File: src/rtl/hhsa_pkg.sv
// ---------------------------------------------------------------------------
// Heading hold setpoint advance: shared package
// Constants, register indexes and the queue entry type used by the front end,
// the item queue, the back end and the top level.
// ---------------------------------------------------------------------------
`timescale 1ns / 1ps
`default_nettype none

package hhsa_pkg;

	// Longest tick that is still integrated, in microseconds.
	localparam logic [19:0] MAX_DT_US  = 20'd500000;
	// Deadband ceiling, 0.9 in Q0.16 rounded down.
	localparam logic [15:0] DB_MAX_Q16 = 16'd58982;
	// One full stick in Q0.16.
	localparam logic [16:0] FULL_Q16   = 17'h10000;
	// Microseconds per second.
	localparam logic [19:0] US_PER_S   = 20'd1000000;

	// The rounded quotient always fits in this many bits, since the stick
	// excess never exceeds the rescale factor and slew times dt stays below
	// 2^24 seconds worth of angle units.
	localparam int unsigned DIV_STEPS = 24;
	localparam int unsigned CNT_W     = $clog2(DIV_STEPS);

	// Depth of the queue between front and back end.
	localparam int unsigned QUEUE_DEPTH = 2;

	// Configuration register indexes.
	typedef enum logic [1:0] {
		REG_DEADBAND = 2'd0,
		REG_SLEW     = 2'd1,
		REG_LEAD     = 2'd2
	} reg_index_t;

	// One classified tick, as handed from the front end to the back end.
	typedef struct packed {
		logic [15:0] live;    // live heading
		logic        resync;  // seed held heading from live heading
		logic        integ;   // tick is integrated
		logic        neg;     // stick points negative
		logic [16:0] excess;  // stick magnitude above the deadband, Q0.16
		logic [16:0] factor;  // full scale minus the deadband, Q0.16
		logic [19:0] dt;      // elapsed time in microseconds
	} hhsa_item_t;

endpackage

`default_nettype wire

File: src/rtl/hhsa_front.sv
// ---------------------------------------------------------------------------
// Heading hold setpoint advance: front end
// Accepts input transactions, unpacks them and classifies the stick against
// the clamped deadband, then pushes one entry into the item queue.
// ---------------------------------------------------------------------------
`timescale 1ns / 1ps
`default_nettype none

module hhsa_front
	import hhsa_pkg::*;
(
	input  wire logic        s_tvalid,
	output logic             s_tready,
	// Fields from bit 0 up: live_heading[15:0], turn_command[31:16],
	// elapsed_us[51:32], zero padding[55:52].
	input  wire logic [55:0] s_tdata,
	// Fields from bit 0 up: resync.
	input  wire logic        s_tuser,
	input  wire logic [15:0] deadband_level,
	input  wire logic        q_full,
	output logic             q_push,
	output hhsa_item_t       q_item
);

	logic [15:0] live;
	logic [15:0] cmd;
	logic [19:0] dt;
	logic [15:0] mag15;
	logic [16:0] mag;
	logic [15:0] db;
	logic        dt_ok;

	// Unpack the transaction.
	assign live = s_tdata[15:0];
	assign cmd  = s_tdata[31:16];
	assign dt   = s_tdata[51:32];

	// Stick magnitude in Q0.16; the most negative code gives exactly one.
	always_comb begin
		if (cmd[15]) begin
			mag15 = 16'd0 - cmd;
		end else begin
			mag15 = cmd;
		end
		mag = {mag15, 1'b0};
	end

	// Deadband clamp and time window check.
	assign db    = (deadband_level > DB_MAX_Q16) ? DB_MAX_Q16 : deadband_level;
	assign dt_ok = (dt != 20'd0) && (dt <= MAX_DT_US);

	// Build the queue entry.
	always_comb begin
		q_item.live   = live;
		q_item.resync = s_tuser;
		q_item.integ  = dt_ok && (mag > {1'b0, db});
		q_item.neg    = cmd[15];
		q_item.excess = mag - {1'b0, db};
		q_item.factor = FULL_Q16 - {1'b0, db};
		q_item.dt     = dt;
	end

	assign s_tready = !q_full;
	assign q_push   = s_tvalid && !q_full;

endmodule

`default_nettype wire

File: src/rtl/hhsa_queue.sv
// ---------------------------------------------------------------------------
// Heading hold setpoint advance: item queue
// A short first-in first-out queue of classified ticks between the front end
// and the back end, so that each side can stall on its own.
// ---------------------------------------------------------------------------
`timescale 1ns / 1ps
`default_nettype none

module hhsa_queue
	import hhsa_pkg::*;
(
	input  wire logic       clk,
	input  wire logic       arst_n,
	input  wire logic       push,
	input  wire hhsa_item_t push_item,
	output logic            full,
	input  wire logic       pop,
	output logic            head_valid,
	output hhsa_item_t      head_item
);

	localparam int unsigned PTR_W   = (QUEUE_DEPTH > 1) ? $clog2(QUEUE_DEPTH) : 1;
	localparam int unsigned COUNT_W = $clog2(QUEUE_DEPTH + 1);

	hhsa_item_t         entry_q [QUEUE_DEPTH];
	logic [PTR_W-1:0]   wr_ptr_q;
	logic [PTR_W-1:0]   rd_ptr_q;
	logic [COUNT_W-1:0] count_q;
	logic               do_push;
	logic               do_pop;

	assign full       = (count_q == COUNT_W'(QUEUE_DEPTH));
	assign head_valid = (count_q != '0);
	assign head_item  = entry_q[rd_ptr_q];
	assign do_push    = push && !full;
	assign do_pop     = pop && head_valid;

	// Entry storage; payload needs no reset.
	always_ff @(posedge clk) begin
		if (do_push) begin
			entry_q[wr_ptr_q] <= push_item;
		end
	end

	// Pointers and fill count.
	always_ff @(posedge clk or negedge arst_n) begin
		if (!arst_n) begin
			wr_ptr_q <= '0;
			rd_ptr_q <= '0;
			count_q  <= '0;
		end else begin
			if (do_push) begin
				if (wr_ptr_q == PTR_W'(QUEUE_DEPTH - 1)) begin
					wr_ptr_q <= '0;
				end else begin
					wr_ptr_q <= wr_ptr_q + PTR_W'(1);
				end
			end
			if (do_pop) begin
				if (rd_ptr_q == PTR_W'(QUEUE_DEPTH - 1)) begin
					rd_ptr_q <= '0;
				end else begin
					rd_ptr_q <= rd_ptr_q + PTR_W'(1);
				end
			end
			if (do_push && !do_pop) begin
				count_q <= count_q + COUNT_W'(1);
			end else if (do_pop && !do_push) begin
				count_q <= count_q - COUNT_W'(1);
			end
		end
	end

`ifndef SYNTHESIS
	// The fill count never passes the depth.
	a_count_bound: assert property (@(posedge clk) disable iff (!arst_n)
		count_q <= COUNT_W'(QUEUE_DEPTH))
		else $error("queue count above depth");

	// A push into an empty queue makes the head valid next cycle.
	a_push_visible: assert property (@(posedge clk) disable iff (!arst_n)
		(do_push && !head_valid) |=> head_valid)
		else $error("pushed entry not visible at head");
`endif

endmodule

`default_nettype wire

File: src/rtl/hhsa_back.sv
// ---------------------------------------------------------------------------
// Heading hold setpoint advance: back end
// Pops classified ticks, forms the rate increment with three registered
// multiplies and a restoring divider, advances the held heading, applies the
// lead clamp and presents the result in an output register.
// ---------------------------------------------------------------------------
`timescale 1ns / 1ps
`default_nettype none

module hhsa_back
	import hhsa_pkg::*;
(
	input  wire logic        clk,
	input  wire logic        arst_n,
	input  wire logic        q_valid,
	input  wire hhsa_item_t  q_item,
	output logic             q_pop,
	input  wire logic [23:0] slew_rate,
	input  wire logic [15:0] lead_limit,
	output logic             m_tvalid,
	input  wire logic        m_tready,
	// Fields from bit 0 up: held_heading_out[15:0].
	output logic [15:0]      m_tdata
);

	typedef enum logic [2:0] {
		ST_IDLE,
		ST_MUL1,
		ST_MUL2,
		ST_ROUND,
		ST_DIV,
		ST_APPLY,
		ST_CLAMP,
		ST_WAIT
	} state_t;

	state_t           state_q;
	hhsa_item_t       item_q;
	logic [40:0]      p1_q;
	logic [35:0]      den_q;
	logic [60:0]      rem_q;
	logic [60:0]      dsh_q;
	logic [15:0]      quo_q;
	logic [CNT_W-1:0] cnt_q;
	logic [15:0]      hh_q;
	logic             m_tvalid_q;
	logic [15:0]      m_tdata_q;

	logic [40:0]      prod1;
	logic [35:0]      den_full;
	logic [60:0]      prod2;
	logic [60:0]      rem_sub;
	logic             rem_ge;
	logic [15:0]      base;
	logic [15:0]      stepped;
	logic [15:0]      diff;
	logic signed [17:0] lead;
	logic signed [17:0] lim;
	logic signed [17:0] lead_c;

	assign q_pop = (state_q == ST_IDLE) && q_valid;

	// Multiplier products, each registered before use.
	assign prod1    = {24'd0, item_q.excess} * {17'd0, slew_rate};
	assign den_full = {19'd0, item_q.factor} * {16'd0, US_PER_S};
	assign prod2    = {20'd0, p1_q} * {41'd0, item_q.dt};

	// One restoring division step.
	assign rem_ge  = (rem_q >= dsh_q);
	assign rem_sub = rem_q - dsh_q;

	// Heading update with the increment.
	always_comb begin
		base = item_q.resync ? item_q.live : hh_q;
		if (!item_q.integ) begin
			stepped = base;
		end else if (item_q.neg) begin
			stepped = base - quo_q;
		end else begin
			stepped = base + quo_q;
		end
	end

	// Lead over the live heading, clamped to the limit.
	always_comb begin
		diff = hh_q - item_q.live;
		lead = {{2{diff[15]}}, diff};
		lim  = {2'b00, lead_limit};
		if (lead > lim) begin
			lead_c = lim;
		end else if (lead < -lim) begin
			lead_c = -lim;
		end else begin
			lead_c = lead;
		end
	end

	// Sequencer and registered outputs.
	always_ff @(posedge clk or negedge arst_n) begin
		if (!arst_n) begin
			state_q    <= ST_IDLE;
			hh_q       <= 16'd0;
			m_tvalid_q <= 1'b0;
			cnt_q      <= '0;
		end else begin
			// The wait state reloads the output register itself.
			if (m_tvalid_q && m_tready && state_q != ST_WAIT) begin
				m_tvalid_q <= 1'b0;
			end
			case (state_q)
				ST_IDLE: begin
					if (q_valid) begin
						item_q <= q_item;
						if (q_item.integ) begin
							state_q <= ST_MUL1;
						end else begin
							state_q <= ST_APPLY;
						end
					end
				end
				ST_MUL1: begin
					p1_q    <= prod1;
					den_q   <= den_full;
					state_q <= ST_MUL2;
				end
				ST_MUL2: begin
					rem_q   <= prod2;
					state_q <= ST_ROUND;
				end
				ST_ROUND: begin
					// Round half up, then align the divisor to the top quotient bit.
					rem_q   <= rem_q + {25'd0, 1'b0, den_q[35:1]};
					dsh_q   <= {25'd0, den_q} << (DIV_STEPS - 1);
					quo_q   <= 16'd0;
					cnt_q   <= '0;
					state_q <= ST_DIV;
				end
				ST_DIV: begin
					if (rem_ge) begin
						rem_q <= rem_sub;
					end
					quo_q <= {quo_q[14:0], rem_ge};
					dsh_q <= dsh_q >> 1;
					cnt_q <= cnt_q + CNT_W'(1);
					if (cnt_q == CNT_W'(DIV_STEPS - 1)) begin
						state_q <= ST_APPLY;
					end
				end
				ST_APPLY: begin
					hh_q    <= stepped;
					state_q <= ST_CLAMP;
				end
				ST_CLAMP: begin
					if (lead_limit != 16'd0) begin
						hh_q <= item_q.live + lead_c[15:0];
					end
					state_q <= ST_WAIT;
				end
				ST_WAIT: begin
					if (!m_tvalid_q || m_tready) begin
						m_tvalid_q <= 1'b1;
						m_tdata_q  <= hh_q;
						state_q    <= ST_IDLE;
					end
				end
				default: begin
					state_q <= ST_IDLE;
				end
			endcase
		end
	end

	assign m_tvalid = m_tvalid_q;
	assign m_tdata  = m_tdata_q;

`ifndef SYNTHESIS
	// A new result appears only out of the wait state.
	a_result_from_wait: assert property (@(posedge clk) disable iff (!arst_n)
		(m_tvalid_q && !$past(m_tvalid_q)) |-> ($past(state_q) == ST_WAIT))
		else $error("result raised outside the wait state");

	// After the last division step the remainder is below the divisor.
	a_div_remainder: assert property (@(posedge clk) disable iff (!arst_n)
		(state_q == ST_APPLY && item_q.integ) |-> (rem_q < {25'd0, den_q}))
		else $error("division remainder not below divisor");

	// The queue is popped only by an idle sequencer, which then leaves idle.
	a_pop_leaves_idle: assert property (@(posedge clk) disable iff (!arst_n)
		q_pop |=> (state_q == ST_MUL1 || state_q == ST_APPLY))
		else $error("pop did not start an item");
`endif

endmodule

`default_nettype wire

File: src/rtl/heading_hold_setpoint_advance.sv
// ---------------------------------------------------------------------------
// Heading hold setpoint advance
// Integrates a shaped stick turn command into a held heading setpoint, with
// a deadband, a rescale to full range and an optional lead clamp.
// ---------------------------------------------------------------------------
// Usage:
//   The input stream carries one control tick per transaction: live heading,
//   stick value and elapsed time in s_tdata, the resync flag in s_tuser.
//   Each tick yields exactly one transaction on the output stream carrying the
//   new held heading. Registers are written through cfg_we, cfg_index and
//   cfg_data only while the block is idle, which the user must ensure; the
//   block itself does not enforce it. Index 0 is the deadband, 1 the slew rate,
//   2 the lead limit, other indexes are ignored. The back end sequencer
//   works on one tick at a time: it takes the next tick from the queue only
//   after the current one has passed its multiply, round, 24-step restoring
//   divide, apply, clamp and wait states; a tick that is not integrated goes
//   straight to apply. A two-entry queue lets the input side keep accepting
//   ticks while the back end is busy.
//   Reset clears the held heading to zero and loads the register defaults.
//   When the receiver stalls, the result holds in the output register, the
//   next tick is computed and waits behind it, and the input side stops once
//   the queue is full.
// ---------------------------------------------------------------------------
`timescale 1ns / 1ps
`default_nettype none

module heading_hold_setpoint_advance
	import hhsa_pkg::*;
(
	input  wire logic        clk,
	input  wire logic        arst_n,
	input  wire logic        s_tvalid,
	output logic             s_tready,
	// Fields from bit 0 up: live_heading[15:0], turn_command[31:16],
	// elapsed_us[51:32], zero padding[55:52].
	input  wire logic [55:0] s_tdata,
	// Fields from bit 0 up: resync.
	input  wire logic        s_tuser,
	output logic             m_tvalid,
	input  wire logic        m_tready,
	// Fields from bit 0 up: held_heading_out[15:0].
	output logic [15:0]      m_tdata,
	input  wire logic        cfg_we,
	input  wire logic [1:0]  cfg_index,
	input  wire logic [23:0] cfg_data
);

	logic [15:0] deadband_q;
	logic [23:0] slew_q;
	logic [15:0] lead_q;

	logic        q_full;
	logic        q_push;
	hhsa_item_t  q_in;
	logic        q_valid;
	hhsa_item_t  q_head;
	logic        q_pop;

	// Configuration registers.
	always_ff @(posedge clk or negedge arst_n) begin
		if (!arst_n) begin
			deadband_q <= 16'd3277;
			slew_q     <= 24'd16384;
			lead_q     <= 16'd0;
		end else if (cfg_we) begin
			case (reg_index_t'(cfg_index))
				REG_DEADBAND: deadband_q <= cfg_data[15:0];
				REG_SLEW:     slew_q     <= cfg_data;
				REG_LEAD:     lead_q     <= cfg_data[15:0];
				default: begin
				end
			endcase
		end
	end

	hhsa_front u_front (
		.s_tvalid       (s_tvalid),
		.s_tready       (s_tready),
		.s_tdata        (s_tdata),
		.s_tuser        (s_tuser),
		.deadband_level (deadband_q),
		.q_full         (q_full),
		.q_push         (q_push),
		.q_item         (q_in)
	);

	hhsa_queue u_queue (
		.clk        (clk),
		.arst_n     (arst_n),
		.push       (q_push),
		.push_item  (q_in),
		.full       (q_full),
		.pop        (q_pop),
		.head_valid (q_valid),
		.head_item  (q_head)
	);

	hhsa_back u_back (
		.clk        (clk),
		.arst_n     (arst_n),
		.q_valid    (q_valid),
		.q_item     (q_head),
		.q_pop      (q_pop),
		.slew_rate  (slew_q),
		.lead_limit (lead_q),
		.m_tvalid   (m_tvalid),
		.m_tready   (m_tready),
		.m_tdata    (m_tdata)
	);

endmodule

`default_nettype wire

File: config.mk
export PLATFORM = sky130hd
export DESIGN_NAME = heading_hold_setpoint_advance
export DESIGN_NICKNAME = d
export VERILOG_FILES = /design/src/rtl/hhsa_pkg.sv /design/src/rtl/hhsa_front.sv /design/src/rtl/hhsa_queue.sv /design/src/rtl/hhsa_back.sv /design/src/rtl/heading_hold_setpoint_advance.sv
export SDC_FILE = /design/constraint.sdc
export NUM_CORES = 2
export LEC_CHECK = 0
export ABC_AREA = 1
export BUFFER_PORTS_ARGS = -buffer_cell sky130_fd_sc_hd__buf_2
export CAP_MARGIN = 20
export CORE_UTILIZATION = 36
export CTS_CLUSTER_DIAMETER = 150
export DETAILED_ROUTE_END_ITERATION = 10
export GPL_ROUTABILITY_DRIVEN = 1
export PLACE_DENSITY = 0.57
export SYNTH_ARGS = -nofsm -noshare
export SYNTH_HDL_FRONTEND = slang
export SYNTH_SLANG_ARGS = --single-unit
File: constraint.sdc
create_clock -name clk -period 7.52 [get_ports clk]
set_input_delay 1.128 -clock clk [delete_from_list [all_inputs] [get_ports clk]]
set_output_delay 1.128 -clock clk [all_outputs]
set_load 0.01 [all_outputs]
# After elaboration in Yosys (flattened, before gate mapping)
# Memories as Yosys holds them, arrays and structs flattened.
# Index checks and enable logic that the tools add are counted.
# word_totals
reg_bits,383
mem_bits_rw,146
out_inout_bits,18
memories,1
# memory_table
name,words,width,read_ports,rd_ports_with_merged_regs,write_ports,line_no,rtl
u_queue.entry_q,2,73,1,0,1,hhsa_queue.sv:25,hhsa_item_t entry_q [QUEUE_DEPTH];
# classes
n_addsub,15
mul,3
magnitude_cmp,6
n_eq_ne,17
n_mux,28
reduce_logical,34
# ops
operator,count
61-bit one-hot mux with 3 select lines,1
16-bit two-way mux,8
61-bit one-hot mux with 2 select lines,1
16-bit one-hot mux with 2 select lines,2
61-bit by 35-bit adder with 61-bit output,1
61-bit greater-or-equal comparator,1
41-bit by 20-bit multiplier with 61-bit output,1
61-bit two-way mux,1
61-bit subtractor,1
17-bit by 24-bit multiplier with 41-bit output,1
16-bit adder,2
16-bit subtractor,2
"17-bit by 14-bit multiplier with 30-bit output, second input constant",1
3-bit one-hot mux with 8 select lines,1
"20-bit by 19-bit <= comparator with 1-bit output, second input constant",1
20-bit nonzero test,1
16-bit by 18-bit < comparator with 1-bit output,1
16-bit negator with 18-bit output,1
16-bit by 17-bit greater-than comparator with 1-bit output,1
17-bit by 16-bit greater-than comparator with 1-bit output,1
17-bit by 16-bit subtractor with 17-bit output,1
"17-bit by 16-bit subtractor with 17-bit output, first input constant",1
"16-bit greater-than comparator, second input constant",1
16-bit nonzero test,1
26 further kinds,69

# Longest topological paths before layout
# logic_depth
ltp_word,8
depth_mapped,38
mapped_depth_nobuf,38

# Hierarchy
# From an unflattened synthesis, not the netlist that was laid out.
# unflattened
cells_unflattened,9653
hier_area_um2,76903.8
# modules_own_cells
module,n_inst,cells_per_inst,area_each_um2,seq_area_each_um2
hhsa_back,1,8596,66847.9,9514.1
hhsa_queue,1,413,5535.3,4484.3
heading_hold_setpoint_advance,1,249,2303.5,1411.4
hhsa_front,1,395,2217.1,0.0

# Worst setup path after synthesis
# No wires, ideal clock.
# synth_path
kind,input port to flip-flop
start,input arst_n
end,"register u_back.den_q[10], enable pin"
arrival_time_ps,6359
path_slack_ps,558
cell_stages,2
cell_sequence,inv_1 > nor3b_1
# synth_via
elab_chain_cells,1
# synth_rtl
item,line_no,rtl
from (decl),heading_hold_setpoint_advance.sv:31,"input wire logic arst_n,"
2-bit AND reduction (no line),-,
to (signal assigned),hhsa_back.sv:123,den_q <= den_full;
to (decl),hhsa_back.sv:40,logic [35:0] den_q;
# No other way between the ends.
# A chain may end at the register's enable or synchronous reset.

# Worst setup path after layout
# layout_path
start,register u_back.p1_q[24]
end,register u_back.rem_q[52] (data pin)
# layout_via
elab_chain_cells,2
# layout_rtl
item,line_no,rtl
from (decl),hhsa_back.sv:39,logic [40:0] p1_q;
from (signal assigned),hhsa_back.sv:122,p1_q <= prod1;
41-bit by 20-bit multiplier with 61-bit output,hhsa_back.sv:66,"assign prod2 = {20'd0, p1_q} * {41'd0, item_q.dt};"
61-bit one-hot mux with 3 select lines,hhsa_back.sv:110,case (state_q)
to (signal assigned),hhsa_back.sv:127,rem_q <= prod2;
to (signal assigned),hhsa_back.sv:132,"rem_q <= rem_q + {25'd0, 1'b0, den_q[35:1]};"
to (signal assigned),hhsa_back.sv:140,rem_q <= rem_sub;
to (decl),hhsa_back.sv:41,logic [60:0] rem_q;
# No other way between the ends.

==> impl_metrics.py <==
metrics = {
    "run_status": {
        "outcome": "complete, no violations",
    },
    "worst_hold_path": {
        "min_path_type": "in2async",
    },
    "critical_path": {
        "r2r_start": "u_back.p1_q[24]",
        "r2r_slack_ns": 0.30,
        "setup.worst_path.start": "u_back.p1_q[24]",
        "reg2regPathDepth": 26,
        "critical_path.max_fanout": 11,
        "worstPathArrival_ns": 7.67,
        "startpoint_type": "flip-flop",
        "endpoint": "u_back.rem_q[52]",
        "worstPathRequired_ns": 7.97,
        "r2r_end": "u_back.rem_q[52]",
        "crit_path_end_kind": "flip-flop",
        "crit_type": "reg2reg",
    },
    "place": {
        "dp_cells": 12300,
        "port_buffers": 101,
        "post-place-ws_ns": 0.258,
        "place.gp.congestion": 0.978,
        "dp_hpwl_mm": 189,
    },
    "clock_network": {
        "numCtsBuffers": 60,
        "cts_hold_buf": 0,
        "clock_sink_count": 524,
        "ctsResizeCount": 0,
        "path_clk_slew_ns": 0.07,
        "clock_latency_ns": 0.74,
        "cts-root-buf": "clkbuf_16",
        "cts_tree": "yes",
        "clock_path_buffers": 3,
        "cts_max_level": 2,
    },
    "cells_and_area": {
        "area_growth_pct": 8.60,
        "n_antenna_cell": 0,
        "instances_no_fill": 12400,
        "drive_gt1_share_pct": 5.02,
        "nFillCells": 21600,
        "nets": 11300,
        "fin_util_pct": 39.4,
    },
    "timing": {
        "fin_ws_ns": 0.304,
        "final_max_slew_viol_count": 0,
        "hold_viol_final": 0,
        "worst_clock_skew_ns": 0.0859,
        "period_minus_slack_ns": 7.22,
        "setup_violations": 0,
        "relSlewSlack_pct": 21.9,
        "fin_crit_sh_pct": 96.0,
        "rsz0062_at_grt": "no",
        "finalSetupTns_ns": 0,
        "clock.fmax_mhz": 139,
        "worst_pin_slew_ns": 1.16,
    },
    "logic_synthesis": {
        "ys.warnings.count": 0,
        "synth_top_area_share_pct": 28.8,
        "synth_top_cell_by_area": "fa_1",
        "async_reset_ff_share_pct": 16.2,
        "ys_seq_area_share_pct": 20.1,
        "netlist_instances": 9557,
        "synth_seq_cells": 524,
        "synthMuxAreaShare_pct": 0.118,
        "synth_top_family_by_area": "adder cells",
        "synth_area_leaders": "fa_1 (29%), edfxtp_1 (17%), nand2_1 (12%)",
        "synth-edff-count": 439,
        "synth_area_per_cell_um2": 7.96,
        "synthAdderAreaFrac_pct": 38.3,
        "synth.net_count": 11300,
        "synth_ff_type": "edfxtp_1",
        "synth.distinct_cells": 64,
        "netlist_area_mm2": 0.0761,
        "synthSimpleGateAreaFrac_pct": 18.4,
        "synth_compound_area_share_pct": 8.09,
        "synth-xor-area-share_pct": 2.15,
    },
    "floorplanning": {
        "num_io_pins": 106,
        "die-area_mm2": 0.213,
        "dieHeight_um": 462,
        "fp.dieW_um": 462,
        "start_util_pct": 36.3,
        "fp.coreArea_mm2": 0.210,
        "num_rows": 168,
    },
    "global_routing": {
        "grt_max_degree": 80,
        "track_usage_pct": 21.8,
        "overflow": 0,
        "grt_pass1_vias": 63100,
        "antenna_found_initial": 3,
        "grt_first_pass_wirelength_mm": 361,
    },
    "routing": {
        "wl_mm": 231,
        "vias": 61700,
        "viasPerCell": 4.96,
        "ant_nets": 0,
        "wl_per_cell_um": 18.6,
        "drc": 0,
        "first_pass_iters": 6,
        "first_iter_violations": 4545,
    },
    "job": {
        "cap_violations": 0,
    },
}
-- metal layers --
metal,wire length (um),track usage (%),vias up
met5,0,0,-
met4,6680,6.07,0
met3,14000,2.80,325
met2,110000,36.8,1867
met1,101000,29.3,30300
li1,-,-,29200
-- worst min-delay path by stage --
stage / slack, ns / from / end
3_3_place_gp: 0.47 / slew_q[6] / slew_q[6]
4_1_cts: 0.30 / arst_n / u_back.state_q[2]
3_5_place_dp: 0.48 / slew_q[6] / slew_q[6]
5_1_grt: 0.31 / arst_n / u_back.state_q[2]
6_report: 0.32 / arst_n / u_back.state_q[2]
2_1_floorplan: 0.45 / u_back.hh_q[0] / u_back.m_tdata[0]
-- worst max-delay path: stages, from the launching register on --
cell	delay [ns]
edfxtp_1	0.78
buf_4	0.27
nand2_1	0.08
fa_1	0.54
inv_1	0.05
fa_1	0.49
inv_1	0.05
fa_1	0.47
inv_1	0.05
fa_1	0.48
fa_1	0.45
fa_1	0.53
inv_1	0.06
fa_1	0.55
inv_1	0.06
ha_1	0.31
a21oi_1	0.25
inv_1	0.07
a31oi_1	0.25
o21ai_0	0.18
o21ai_0	0.24
nand3_1	0.23
nand2_1	0.12
nand2_1	0.08
xor2_1	0.16
nand2_1	0.10
nand3_1	0.09
-- layout make-up --
class | count | area, um2 | share of cell area, %
multi-input combinational | 6444 | 51100 | 61.8
sequential | 524 | 15300 | 18.5
inverter | 2252 | 8460 | 10.2
tap | 2805 | 3510 | 4.25
timing repair buffer | 290 | 2280 | 2.76
clock buffer | 71 | 1560 | 1.89
clock inverter | 39 | 410 | 0.497
-- cell usage in the layout, fill, tap and decap left out, types with 123 or more instances in the layout --
| cell | count |
|---|---|
| xor2_1 | 123 |
| a21oi_1 | 429 |
| fa_1 | 1093 |
| nand3_1 | 308 |
| buf_4 | 162 |
| nand2_1 | 2398 |
| nor2_1 | 514 |
| inv_1 | 2242 |
| o21ai_0 | 417 |
| ha_1 | 582 |
| edfxtp_1 | 439 |
-- cells in the mapped netlist (all sizes together), types with 37 or more instances --
cell and instances:
fa 1093, a31oi 37, ha 582, a21o 43, dfrtp 77, xor2 123
nand3 311, xnor2 64, o211ai 39, nor3 73, clkbuf 310, inv 2250
nand4 53, o21ai 442, nor2 532, o21bai 50, a21oi 429, nand2 2409
edfxtp 439
-- metrics by stage --
step                      instance area [um2]  hold WS [ns]
after global routing                    82700         0.314
after global placement                  80500         0.473
after CTS                               82500         0.300
after floorplan                         76100         0.447
after detailed placement                80500         0.477
final                                   82700         0.323
-- cells by family after synthesis --
family | Yosys count
compound gates | 1110
xor+xnor | 187
fa+ha+maj | 1675
buf+inv | 2589
flops | 524
mux | 8
simple gates | 3464
-- sequential cells by signal, summed over array words and instances, names as in the netlist --
name and count:
u_back.state_q 3, deadband_q 16, u_back.p1_q 41, u_queue.wr_ptr_q 1
u_back.rem_q 61, u_back.m_tdata 16, u_back.item_q 72, u_back.den_q 30
u_queue.rd_ptr_q 1, u_back.hh_q 16, u_queue.entry_q 144, u_back.m_tvalid 1
u_queue.count_q 2, u_back.cnt_q 5, slew_q 24, u_back.dsh_q 59
lead_q 16, u_back.quo_q 16
-- what timing repair did --
item	in CTS	in global routing
endpoints found under the hold margin	0	0
endpoints found under the setup margin	0	4
setup buffers	0	17
Power is not shown: default switching activity piles up to over one toggle a cycle in this logic, so the estimate is an artifact.
